**src/bps_pkg.sv**
```systemverilog
// package: types, codes and melody tables for the buzzer pattern sequencer
`timescale 1ns / 1ps

package bps_pkg;

  // default channel count
  localparam int unsigned CHANNELS_DEF = 4;

  // channels that appear in the result fields
  localparam int unsigned OUT_CHANNELS = 4;

  // item kinds
  localparam logic CMD_TICK = 1'b0;
  localparam logic CMD_SET  = 1'b1;

  // melody selector codes
  localparam logic [1:0] MEL_STOP = 2'd0;
  localparam logic [1:0] MEL_ONE  = 2'd1;
  localparam logic [1:0] MEL_TWO  = 2'd2;

  // status codes
  localparam logic STATUS_OK      = 1'b0;
  localparam logic STATUS_BAD_MEL = 1'b1;

  // entry layout: level in the top bit, duration below
  localparam logic [31:0] LEVEL_BIT = 32'h8000_0000;
  localparam int unsigned LEVEL_POS = 31;

  // melody lengths
  localparam int unsigned MEL1_LEN = 19;
  localparam int unsigned MEL2_LEN = 2;

  localparam logic [31:0] TUNE_ONE [MEL1_LEN] = '{
    LEVEL_BIT | 32'd100, 32'd900,
    LEVEL_BIT | 32'd100, 32'd800,
    LEVEL_BIT | 32'd100, 32'd700,
    LEVEL_BIT | 32'd100, 32'd600,
    LEVEL_BIT | 32'd100, 32'd500,
    LEVEL_BIT | 32'd100, 32'd400,
    LEVEL_BIT | 32'd100, 32'd300,
    LEVEL_BIT | 32'd100, 32'd200,
    LEVEL_BIT | 32'd100, 32'd100,
    LEVEL_BIT | 32'd1000
  };

  localparam logic [31:0] TUNE_TWO [MEL2_LEN] = '{
    LEVEL_BIT | 32'd20, 32'd20
  };

  // per-channel playback state
  typedef struct packed {
    logic [4:0]  pos;
    logic [31:0] deadline;
    logic [1:0]  mel;
    logic        rep;
    logic        playing;
    logic        level;
  } chan_t;

  // sequencer states
  typedef enum logic [1:0] {
    ST_IDLE,
    ST_CMD,
    ST_SCAN,
    ST_RESP
  } fsm_e;

  // number of entries in a melody, zero for an unknown selector
  function automatic logic [4:0] tune_length(logic [1:0] sel);
    logic [4:0] len;
    len = 5'd0;
    if (sel == MEL_ONE) len = 5'(MEL1_LEN);
    else if (sel == MEL_TWO) len = 5'(MEL2_LEN);
    return len;
  endfunction

  // melody entry lookup, zero outside the melody
  function automatic logic [31:0] tune_entry(logic [1:0] sel, logic [4:0] pos);
    logic [31:0] e;
    e = 32'd0;
    if (sel == MEL_ONE && pos < 5'(MEL1_LEN)) e = TUNE_ONE[pos];
    else if (sel == MEL_TWO && pos < 5'(MEL2_LEN)) e = TUNE_TWO[pos[0]];
    return e;
  endfunction

endpackage

```
**src/buzzer_pattern_sequencer_top.sv**
```systemverilog
// top level: request sequencer, per-channel state and result port
// a tick request is accepted, then one channel is updated per cycle by the
// shared step unit, after which its result is offered;
// a set-melody request is applied in the command state before its result is offered
// no new request is accepted until the result of the last one is taken
// reset (async, active low): all channels stopped, outputs low, port idle
`timescale 1ns / 1ps

module buzzer_pattern_sequencer_top #(
  parameter int unsigned CHANNELS = bps_pkg::CHANNELS_DEF
) (
  input  logic        clk_i,
  input  logic        rst_ni,
  input  logic        in_valid_i,
  output logic        in_stall_o,
  input  logic        command_i,
  input  logic [1:0]  channel_i,
  input  logic [1:0]  melody_id_i,
  input  logic        repeat_enable_i,
  input  logic [31:0] now_ms_i,
  output logic        out_valid_o,
  input  logic        out_stall_i,
  output logic [3:0]  output_levels_o,
  output logic [3:0]  active_mask_o,
  output logic        status_o
);

  localparam int unsigned CH_W = (CHANNELS > 1) ? $clog2(CHANNELS) : 1;
  localparam logic [CH_W-1:0] LAST_CH = CH_W'(CHANNELS - 1);

  bps_pkg::fsm_e  state_q, state_d;
  bps_pkg::chan_t chan_q [CHANNELS];
  bps_pkg::chan_t chan_d [CHANNELS];
  logic [CH_W-1:0] idx_q, idx_d;
  logic            status_q, status_d;

  // latched request
  logic        cmd_q;
  logic [1:0]  chan_sel_q;
  logic [1:0]  mel_q;
  logic        rep_q;
  logic [31:0] now_q;

  logic            in_accept;
  logic [4:0]      chan_ext;
  logic            chan_ok;
  logic [CH_W-1:0] cmd_idx;
  bps_pkg::chan_t  step_cur;
  bps_pkg::chan_t  step_nxt;

  assign in_accept = in_valid_i && !in_stall_o;
  assign chan_ext  = {3'b000, chan_sel_q};
  assign chan_ok   = (chan_ext < 5'(CHANNELS));
  assign cmd_idx   = chan_ext[CH_W-1:0];
  assign step_cur  = chan_q[idx_q];

  // shared channel update unit
  bps_step u_step (
    .now_i   (now_q),
    .cur_i   (step_cur),
    .nxt_i_o (step_nxt)
  );

  // request capture
  always_ff @(posedge clk_i) begin
    if (in_accept) begin
      cmd_q      <= command_i;
      chan_sel_q <= channel_i;
      mel_q      <= melody_id_i;
      rep_q      <= repeat_enable_i;
      now_q      <= now_ms_i;
    end
  end

  // sequencer next state and channel updates
  always_comb begin
    state_d  = state_q;
    idx_d    = idx_q;
    status_d = status_q;
    for (int c = 0; c < CHANNELS; c++) chan_d[c] = chan_q[c];
    case (state_q)
      bps_pkg::ST_IDLE: begin
        if (in_valid_i) begin
          idx_d    = '0;
          status_d = bps_pkg::STATUS_OK;
          state_d  = (command_i == bps_pkg::CMD_TICK) ? bps_pkg::ST_SCAN : bps_pkg::ST_CMD;
        end
      end
      bps_pkg::ST_CMD: begin
        if (chan_ok) begin
          case (mel_q)
            bps_pkg::MEL_STOP: begin
              chan_d[cmd_idx].playing = 1'b0;
              chan_d[cmd_idx].level   = 1'b0;
            end
            bps_pkg::MEL_ONE, bps_pkg::MEL_TWO: begin
              chan_d[cmd_idx].mel      = mel_q;
              chan_d[cmd_idx].pos      = 5'd0;
              chan_d[cmd_idx].rep      = rep_q;
              chan_d[cmd_idx].playing  = 1'b1;
              chan_d[cmd_idx].deadline = 32'd0;
            end
            default: status_d = bps_pkg::STATUS_BAD_MEL;
          endcase
        end
        state_d = bps_pkg::ST_RESP;
      end
      bps_pkg::ST_SCAN: begin
        chan_d[idx_q] = step_nxt;
        if (idx_q == LAST_CH) state_d = bps_pkg::ST_RESP;
        else idx_d = idx_q + 1'b1;
      end
      bps_pkg::ST_RESP: begin
        if (!out_stall_i) state_d = bps_pkg::ST_IDLE;
      end
      default: state_d = bps_pkg::ST_IDLE;
    endcase
  end

  // control and channel state registers
  always_ff @(posedge clk_i or negedge rst_ni) begin
    if (!rst_ni) begin
      state_q  <= bps_pkg::ST_IDLE;
      idx_q    <= '0;
      status_q <= bps_pkg::STATUS_OK;
      for (int c = 0; c < CHANNELS; c++) chan_q[c] <= '0;
    end else begin
      state_q  <= state_d;
      idx_q    <= idx_d;
      status_q <= status_d;
      for (int c = 0; c < CHANNELS; c++) chan_q[c] <= chan_d[c];
    end
  end

  // handshake
  assign in_stall_o  = (state_q != bps_pkg::ST_IDLE);
  assign out_valid_o = (state_q == bps_pkg::ST_RESP);
  assign status_o    = status_q;

  // result fields, first four channels only
  for (genvar g = 0; g < bps_pkg::OUT_CHANNELS; g++) begin : g_out
    if (g < CHANNELS) begin : g_used
      assign output_levels_o[g] = chan_q[g].level;
      assign active_mask_o[g]   = chan_q[g].playing;
    end else begin : g_unused
      assign output_levels_o[g] = 1'b0;
      assign active_mask_o[g]   = 1'b0;
    end
  end

  // a result on offer holds the input side off
  a_resp_blocks_input: assert property (@(posedge clk_i) disable iff (!rst_ni)
    out_valid_o |-> in_stall_o)
    else $error("result offered while input open");

  // a sounding channel is always a playing channel
  a_level_needs_play: assert property (@(posedge clk_i) disable iff (!rst_ni)
    (output_levels_o & ~active_mask_o) == 4'b0000)
    else $error("drive level set on stopped channel");

  // scan index stays within the channel range
  a_scan_in_range: assert property (@(posedge clk_i) disable iff (!rst_ni)
    (state_q == bps_pkg::ST_SCAN) |-> (idx_q <= LAST_CH))
    else $error("scan index out of range");

  // a rejected melody only follows a set-melody request
  a_status_source: assert property (@(posedge clk_i) disable iff (!rst_ni)
    (out_valid_o && status_o == bps_pkg::STATUS_BAD_MEL) |-> (cmd_q == bps_pkg::CMD_SET))
    else $error("bad melody status on a tick");

endmodule

```
**src/bps_step.sv**
```systemverilog
// shared channel update unit: deadline compare, entry fetch and deadline add
`timescale 1ns / 1ps

module bps_step (
  input  logic [31:0]         now_i,
  input  bps_pkg::chan_t      cur_i,
  output bps_pkg::chan_t      nxt_i_o
);

  logic [4:0]  len;
  logic [4:0]  pos_eff;
  logic        at_end;
  logic        halt;
  logic        due;
  logic [31:0] entry;

  // melody end handling and entry fetch
  always_comb begin
    len     = bps_pkg::tune_length(cur_i.mel);
    at_end  = (cur_i.pos >= len);
    halt    = at_end && (!cur_i.rep || len == 5'd0);
    pos_eff = at_end ? 5'd0 : cur_i.pos;
    entry   = bps_pkg::tune_entry(cur_i.mel, pos_eff);
    due     = cur_i.playing && (now_i >= cur_i.deadline);
  end

  // next channel state
  always_comb begin
    nxt_i_o = cur_i;
    if (due) begin
      if (halt) begin
        nxt_i_o.playing = 1'b0;
        nxt_i_o.level   = 1'b0;
      end else begin
        nxt_i_o.pos      = pos_eff + 5'd1;
        nxt_i_o.deadline = now_i + {1'b0, entry[30:0]};
        nxt_i_o.level    = entry[bps_pkg::LEVEL_POS];
      end
    end
  end

endmodule
```
**config.mk**
```make
export PLATFORM = sky130hd
export DESIGN_NAME = buzzer_pattern_sequencer_top
export DESIGN_NICKNAME = d
export VERILOG_FILES = /design/src/bps_pkg.sv /design/src/buzzer_pattern_sequencer_top.sv /design/src/bps_step.sv
export SDC_FILE = /design/constraint.sdc
export NUM_CORES = 1
export LEC_CHECK = 0
export ABC_AREA = 1
export BUFFER_PORTS_ARGS = -buffer_cell sky130_fd_sc_hd__buf_2
export CORE_AREA = 2 2 191 174
export CTS_CLUSTER_DIAMETER = 200
export DETAILED_ROUTE_END_ITERATION = 16
export DIE_AREA = 0 0 193 176
export SLEW_MARGIN = 20
export SYNTH_ARGS = -nofsm -noshare
export SYNTH_HDL_FRONTEND = slang
export SYNTH_HIERARCHICAL = 1
export SYNTH_SLANG_ARGS = --single-unit
```
**constraint.sdc**
```tcl
create_clock -name clk_i -period 4.87 [get_ports clk_i]
set_clock_uncertainty 0.15 [all_clocks]
set_input_delay 0.487 -clock clk_i [delete_from_list [all_inputs] [get_ports clk_i]]
set_output_delay 0.487 -clock clk_i [all_outputs]
set_load 0.005 [all_outputs]
```
==> results.cfg, run 1 <==
[run_status]
status = complete, no violations

[critical_path]
worstPathMaxFanout = 6
slowest_delay_ps = 450
r2r_end = chan_q[71]
cp.buffers_inverters = 7
critPathMostFrequentCell = nand2_1
reg2regPathDepth = 35
crit_family = simple AND/OR/NAND/NOR gates
crit-reg2reg-launch = idx_q[0]
cp_data_required_time_ps = 5220
cpMaxStageDelayCell = dfrtp_2
crit_type = flip-flop to flip-flop
startpoint_type = flip-flop
r2r_setup_slack_ps = 110
crit_arrival_ps = 5110
critPathCaptureType = flip-flop

[timing]
final_hold_viol_count = 0
finalMaxSlewViolations = 0
timing.slew.headroom_pct = 28.9
setup_viol = 0
fin_crit_sh_pct = 97.8
post-route-min-period_ps = 4760
max_freq_mhz = 210
rsz0062_at_grt = yes
tightest_slew_ps = 1070
fin_hold_ws_ps = 91.9

[min_path]
whs_path_depth = 3
holdCritStartpoint = command_i
hp-class = input port to flip-flop
whs_endpoint = state_q[0]

[drt]
top_layer = met4
finalWirelength_mm = 49.9
viasPerCell = 5.75
ant_nets = 0
vias = 14600
post_drt_wl_per_cell_um = 19.7
drc = 0
first_pass_iters = 5
dr_wl_met3_mm = 3.63
route.met2.wl_mm = 22.7
wl_met1_mm = 21.7
dr.first_iter.drc_count = 1365

[finish]
antennaDiodeCount = 0
syn_to_final_growth_pct = 21.0
drive_above_1_share_pct = 18.9
final_nets = 2202
instances_no_fill = 2535

[run]
cap_violations = 0

[synthesis]
syn_area_um2 = 14200
synth_warnings = 6
syn_inst = 2006
yosysUniqueCellTypes = 49
yosysTopAreaCellShare_pct = 30.4
syn_nets = 2109
ys.flop_type = dfrtp_1
synthTopCellsByCount = nand2_1, nor2_1, dfrtp_1, nand4_1, o21ai_0
yosysSeqAreaShare_pct = 38.2
synth.most_common_cell = nand2_1
netlist_top_cells_area = dfrtp_1, nand2_1, edfxtp_1
async_reset_ff_share_pct = 82.4
yosysTopAreaCell = dfrtp_1
synth-seq-cells = 210
syn_avg_cell_area_um2 = 7.09
synth_edf_count = 37

[power]
leakage_uw = 0.00830
p_int_uw = 5920
power_density_nw_per_um2 = 738
pwr-share-clk_pct = 15.5
pwr-share-comb_pct = 65.2
seqPwrFrac_pct = 19.2
switching_share_pct = 53.4
peakVddDrop_uv = 1040
power_switching_uw = 6780

[global_routing]
grt_pass1_wl_mm = 76.7
grt_pass1_vias = 13700
overflow = 0
grt_max_degree = 84
grtUsageTotal_pct = 28.9
antenna_found_initial = 1

[clock_tree]
insertion_delay_ps = 580
h-tree-depth = 1
clkTransAtPathRegs_ps = 60
cts_buffer_depth = 3
clkSinkCount = 210
cts_root_buf = clkbuf_16
cts_made_buffers = 26
cts_tree = built

[floorplan]
die_height_um = 176
die_area_um2 = 34000
num_rows = 62
initial_core_util_pct = 44.7
fp.coreArea_um2 = 31800
die_width_um = 193
ios = 53

[place]
place.gp.congestion = 0.898
post-place-cells = 2432
hpwlAfterDp_mm = 30.1
portBuffers = 52
worst reg2reg max path, delay by kind of cell (launching register included):
family,cells,cell delay [ps]
buffers and inverters,7,600
AND/OR/NAND/NOR,19,1610
AO/OA/AOI/OAI,5,860
adder cells (fa/ha/maj),4,1000
flip-flops,1,450
metrics by stage:
stage	worst slack [ps]	area, um^2	util, %	total power [uW]	TNS, ps
floorplan	31.0	14200	-	7460	0
global placement	-198	15000	47.1	9600	-7550
detailed placement	-286	15000	47.1	9620	-12280
CTS	16.0	16400	51.5	11700	0
global route	-199	17200	54.1	13500	-8360
finish	108	17200	54.1	12700	0
timing repair:
item | CTS | global route
hold endpoints to repair | 103 | 0
gates cloned | 1 | 1
buffers inserted | 2 | 13
pin swaps | 9 | 98
hold buffers | 38 | 0
endpoints found under the setup margin | 77 | 101
resized for setup | 25 | 203
logic make-up (layout without fill, tap and decap cells):
| family | Yosys count | in the layout | synth area share, % |
|---|---|---|---|
| AOI/OAI and AO/OA | 251 | 251 | 9.93 |
| xor gates and xnor gates | 10 | 10 | 0.616 |
| adders and majority gates | 61 | 61 | 5.42 |
| buffers and inverters | 260 | 372 | 8.86 |
| DFF | 210 | 210 | 38.2 |
| and+or+nand+nor | 1214 | 1215 | 36.9 |
state kept, by name, summed over array words and instances (netlist names):
signal,count
active_mask_o,4
chan_q,160
mel_q,2
chan_sel_q,2
state_q,2
idx_q,2
output_levels_o,4
rep_q,1
now_q,32
status_o,1
layout by cell type, fill, tap and decap left out, types with 9 or more instances in the layout:
cell type | Yosys | final
nand2_4 | 2 | 10
inv_1 | 116 | 98
nand4_1 | 171 | 171
nand3_1 | 69 | 57
buf_4 | 24 | 90
dlygate4sd3_1 | 0 | 38
nand3_2 | 3 | 12
ha_4 | 0 | 11
inv_2 | 4 | 16
o22ai_1 | 42 | 39
buf_6 | 15 | 13
nand2_1 | 676 | 627
buf_2 | 59 | 51
clkbuf_16 | 0 | 28
nor2_2 | 10 | 18
nor2_4 | 1 | 11
nor2_1 | 255 | 237
nand2_2 | 7 | 48
ha_1 | 60 | 47
o21ai_0 | 134 | 112
o21ai_2 | 16 | 23
dfrtp_1 | 173 | 171
o21ai_1 | 11 | 22
edfxtp_1 | 37 | 37
clkbuf_8 | 0 | 9
a21oi_1 | 33 | 24
how the worst max path moves through the flow:
stage                  start           to  slack, ps  cells after the start
CTS                 idx_q[1]   chan_q[63]         20                     31
finish              idx_q[0]   chan_q[71]        110                     35
global route        idx_q[0]   chan_q[71]       -200                     35
floorplan           idx_q[0]   chan_q[31]         30                     35
detailed placement  idx_q[1]  chan_q[160]       -290                     35
global placement    idx_q[1]  chan_q[160]       -200                     34
per-layer routing:
layer  vias to the layer above  global-route usage, %
met2                       605                   45.3
li1                       6848                      -
met1                      6988                   40.7
met5                         -                      0
met3                       124                   4.00
met4                         0                   10.6
power groups by stage:
stage               Sequential (uW)  Clock, uW  Combinational, uW
finish                         2440       1970               8290
global route                   2480       2070               8980
CTS                            2420       2000               7300
detailed placement             2440          0               7180
global placement               2440          0               7160
floorplan                      2360          0               5100
cell type report:
| cell class | instances | area, um^2 |
|---|---|---|
| clock buffers | 40 | 815 |
| clock inverters | 8 | 57.6 |
| fillers | 3104 | 14600 |
| inverters | 123 | 484 |
| multi-input cells | 1537 | 8250 |
| flip-flops and latches | 210 | 5440 |
| well taps | 416 | 520 |
| repair buffers | 201 | 1650 |
Power figures use the tool's default switching activity.
==> inputs of run 2 (changes only) <==
Settings changed: ABC_AREA 1 to not set, CORE_AREA 2 2 191 174 to 2 2 184 168, DIE_AREA 0 0 193 176 to 0 0 186 170.
==> run 2 against run 1 <==
  * The run now ends with negative setup slack left
  * Critical path depth shrank 8
  * Setup slack got worse by 620 ps
  * Non-clock buffer count increased by 24
  * Critical path type unchanged
  * Clock power is 4% higher
  * Sequential cell count unchanged
  * Wire length down 23%
  * Via count down 27%
  * First-iteration DRC count shrank 28%
  * Combinational power is 53% lower
  * Core utilization rose by 1.7 points
  * Sequential share of layout area increased by 1.3 points
  * Synthesized cell count fell by 38%
==> results.cfg, run 2 <==
[finish]
antennaDiodeCount = 0
final_nets = 1492
reg_top3 = chan_q (160), now_q (32)
syn_to_final_growth_pct = 25.4
layout_commonest_cell = dfrtp_1
instances_no_fill = 1812
drive_above_1_share_pct = 33.1
regMostFlops = chan_q
largest_register_ffs = 160
final_cell_mix = dfrtp_1, inv_1, buf_4

[power]
leakage_uw = 0.00716
power_density_nw_per_um2 = 494
peakVddDrop_uv = 448

[run]
cap_violations = 0

[global_routing]
antenna_found_initial = 0
grt_pass1_wl_mm = 60.0
grt_pass1_vias = 10500
grt_max_degree = 60
grtUsageTotal_pct = 24.5
overflow = 0

[drt]
ant_nets = 0
viasPerCell = 5.84
finalWirelength_mm = 38.5
first_pass_iters = 5
dr.first_iter.drc_count = 983
post_drt_wl_per_cell_um = 21.3
vias = 10600
drc = 0

[synthesis]
yosysUniqueCellTypes = 76
synthTopCellsByCount = dfrtp_1, inv_1, nand2_1, and3_1, clkbuf_1
netlist_top_cells_area = dfrtp_1, edfxtp_1, mux4_2
syn_area_um2 = 13200
syn_nets = 1337
synth_edf_count = 37
synth.most_common_cell = dfrtp_1
yosysSeqAreaShare_pct = 41.2
synth-seq-cells = 210
synth_warnings = 6
ys.flop_type = dfrtp_1
yosysTopAreaCellShare_pct = 32.8
syn_inst = 1234
yosysTopAreaCell = dfrtp_1
async_reset_ff_share_pct = 82.4
syn_avg_cell_area_um2 = 10.7

[clock_tree]
h-tree-depth = 1
insertion_delay_ps = 550
clkSinkCount = 210
cts_tree = built
clkTransAtPathRegs_ps = 60
cts_root_buf = clkbuf_16
cts_made_buffers = 26
cts_buffer_depth = 3

[critical_path]
cpMaxStageDelayCell = mux4_2
crit_family = adder cells
cp_data_required_time_ps = 5150
r2r_end = chan_q[33]
crit_arrival_ps = 5660
critPathCaptureType = flip-flop
slowest_delay_ps = 560
startpoint_type = flip-flop
crit-reg2reg-launch = idx_q[0]
cp.buffers_inverters = 6
reg2regPathDepth = 27
r2r_setup_slack_ps = -510
critPathMostFrequentCell = ha_4
worstPathMaxFanout = 5
crit_type = flip-flop to flip-flop

[min_path]
whs_endpoint = state_q[0]
whs_path_depth = 3
hp-class = input port to flip-flop
holdCritStartpoint = command_i

[floorplan]
die_height_um = 170
die_width_um = 186
fp.coreArea_um2 = 29700
die_area_um2 = 31600
ios = 53
initial_core_util_pct = 44.5
num_rows = 60

[timing]
fin_crit_sh_pct = 111
timing.slew.headroom_pct = 27.5
final_hold_viol_count = 0
post-route-min-period_ps = 5380
max_freq_mhz = 186
fin_ws_ps = -514
rsz0062_at_grt = yes
tightest_slew_ps = 1090
setup_viol = 98
finalMaxSlewViolations = 0
fin_hold_ws_ps = 99.3

[place]
place_ws_ps = -624
place.gp.congestion = 0.832
post-place-cells = 1696
hpwlAfterDp_mm = 23.1
portBuffers = 52

[run_status]
violations = negative setup slack
status = complete, but fails checks
run 2: stage by stage:
| step | setup TNS (ps) | util, % | cell area [um^2] | total power [uW] |
|---|---|---|---|---|
| 2_1_floorplan | -22930 | - | 13400 | 4610 |
| 3_3_place_gp | -24930 | 48.9 | 14500 | 5760 |
| 3_5_place_dp | -32420 | 48.9 | 14500 | 5790 |
| 4_1_cts | -17280 | 54.6 | 16200 | 8060 |
| 5_1_grt | -47190 | 55.9 | 16600 | 8590 |
| 6_report | -28940 | 55.9 | 16600 | 8180 |
run 2: cell type report:
type | count | area (um^2)
fill | 2552 | 13100
inverter | 129 | 487
clock inverter | 10 | 129
tap | 403 | 504
sequential | 210 | 5450
clock buffer | 38 | 778
timing repair buffer | 225 | 1770
multi-input combinational | 797 | 7460
run 2: how the worst max path moves through the flow:
stage | cells after the start | endpoint | from | slack, ps
final | 27 | chan_q[33] | idx_q[0] | -510
after global routing | 28 | chan_q[33] | idx_q[0] | -670
after CTS | 24 | chan_q[33] | idx_q[0] | -440
after detailed placement | 20 | chan_q[33] | idx_q[0] | -620
after global placement | 20 | chan_q[33] | idx_q[0] | -490
after floorplan | 24 | chan_q[149] | idx_q[0] | -620
run 2: timing repair:
| item | 4_1_cts | 5_1_grt |
|---|---|---|
| hold endpoints to repair | 93 | 0 |
| setup endpoints to repair | 101 | 104 |
| cloned | 0 | 0 |
| buffers inserted | 13 | 18 |
| pin swaps | 19 | 19 |
| resized for setup | 72 | 50 |
| hold buffers | 38 | 0 |
run 2: metal layers:
layer	vias to the layer above	wire length, um	global-route usage (%)
met1	5388	17800	34.7
li1	4799	-	-
met5	-	0	0
met4	0	924	6.64
met2	325	17900	39.2
met3	65	1910	3.81
run 2: kinds of logic (layout without fill, tap and decap cells):
group	Yosys count	after routing	share of synthesized area [%]
simple gates	292	292	11.6
compound gates	265	265	14.8
buf+inv	227	402	7.33
flops	210	210	41.2
mux	150	150	17.3
fa+ha+maj	61	61	5.83
xor+xnor	29	29	1.92
run 2: power breakdown:
group	total [uW]	internal (uW)	switching (uW)	leakage [uW]
Combinational	3860	1570	2290	0.00398
Sequential	2270	2050	212	0.00273
Clock	2050	1260	788	0.000443
run 2: worst register-to-register path, cell delays in order, from the launching register on:
cell and delay [ps]:
dfrtp_4 440, mux4_2 560, inv_2 90, ha_4 200, ha_4 260, a2111o_1 160, buf_4 120, a21oi_2 60
and2_4 170, ha_4 170, buf_4 140, inv_4 70, o21ai_2 50, o21ai_1 130, ha_2 200, inv_2 40
fa_2 360, nor2b_4 160, o2111ai_4 130, and3_4 190, nor3_4 310, buf_6 190, nand2_4 60, xnor2_2 130
mux2_4 290, nand2_2 80, o22ai_2 60, a221o_1 330
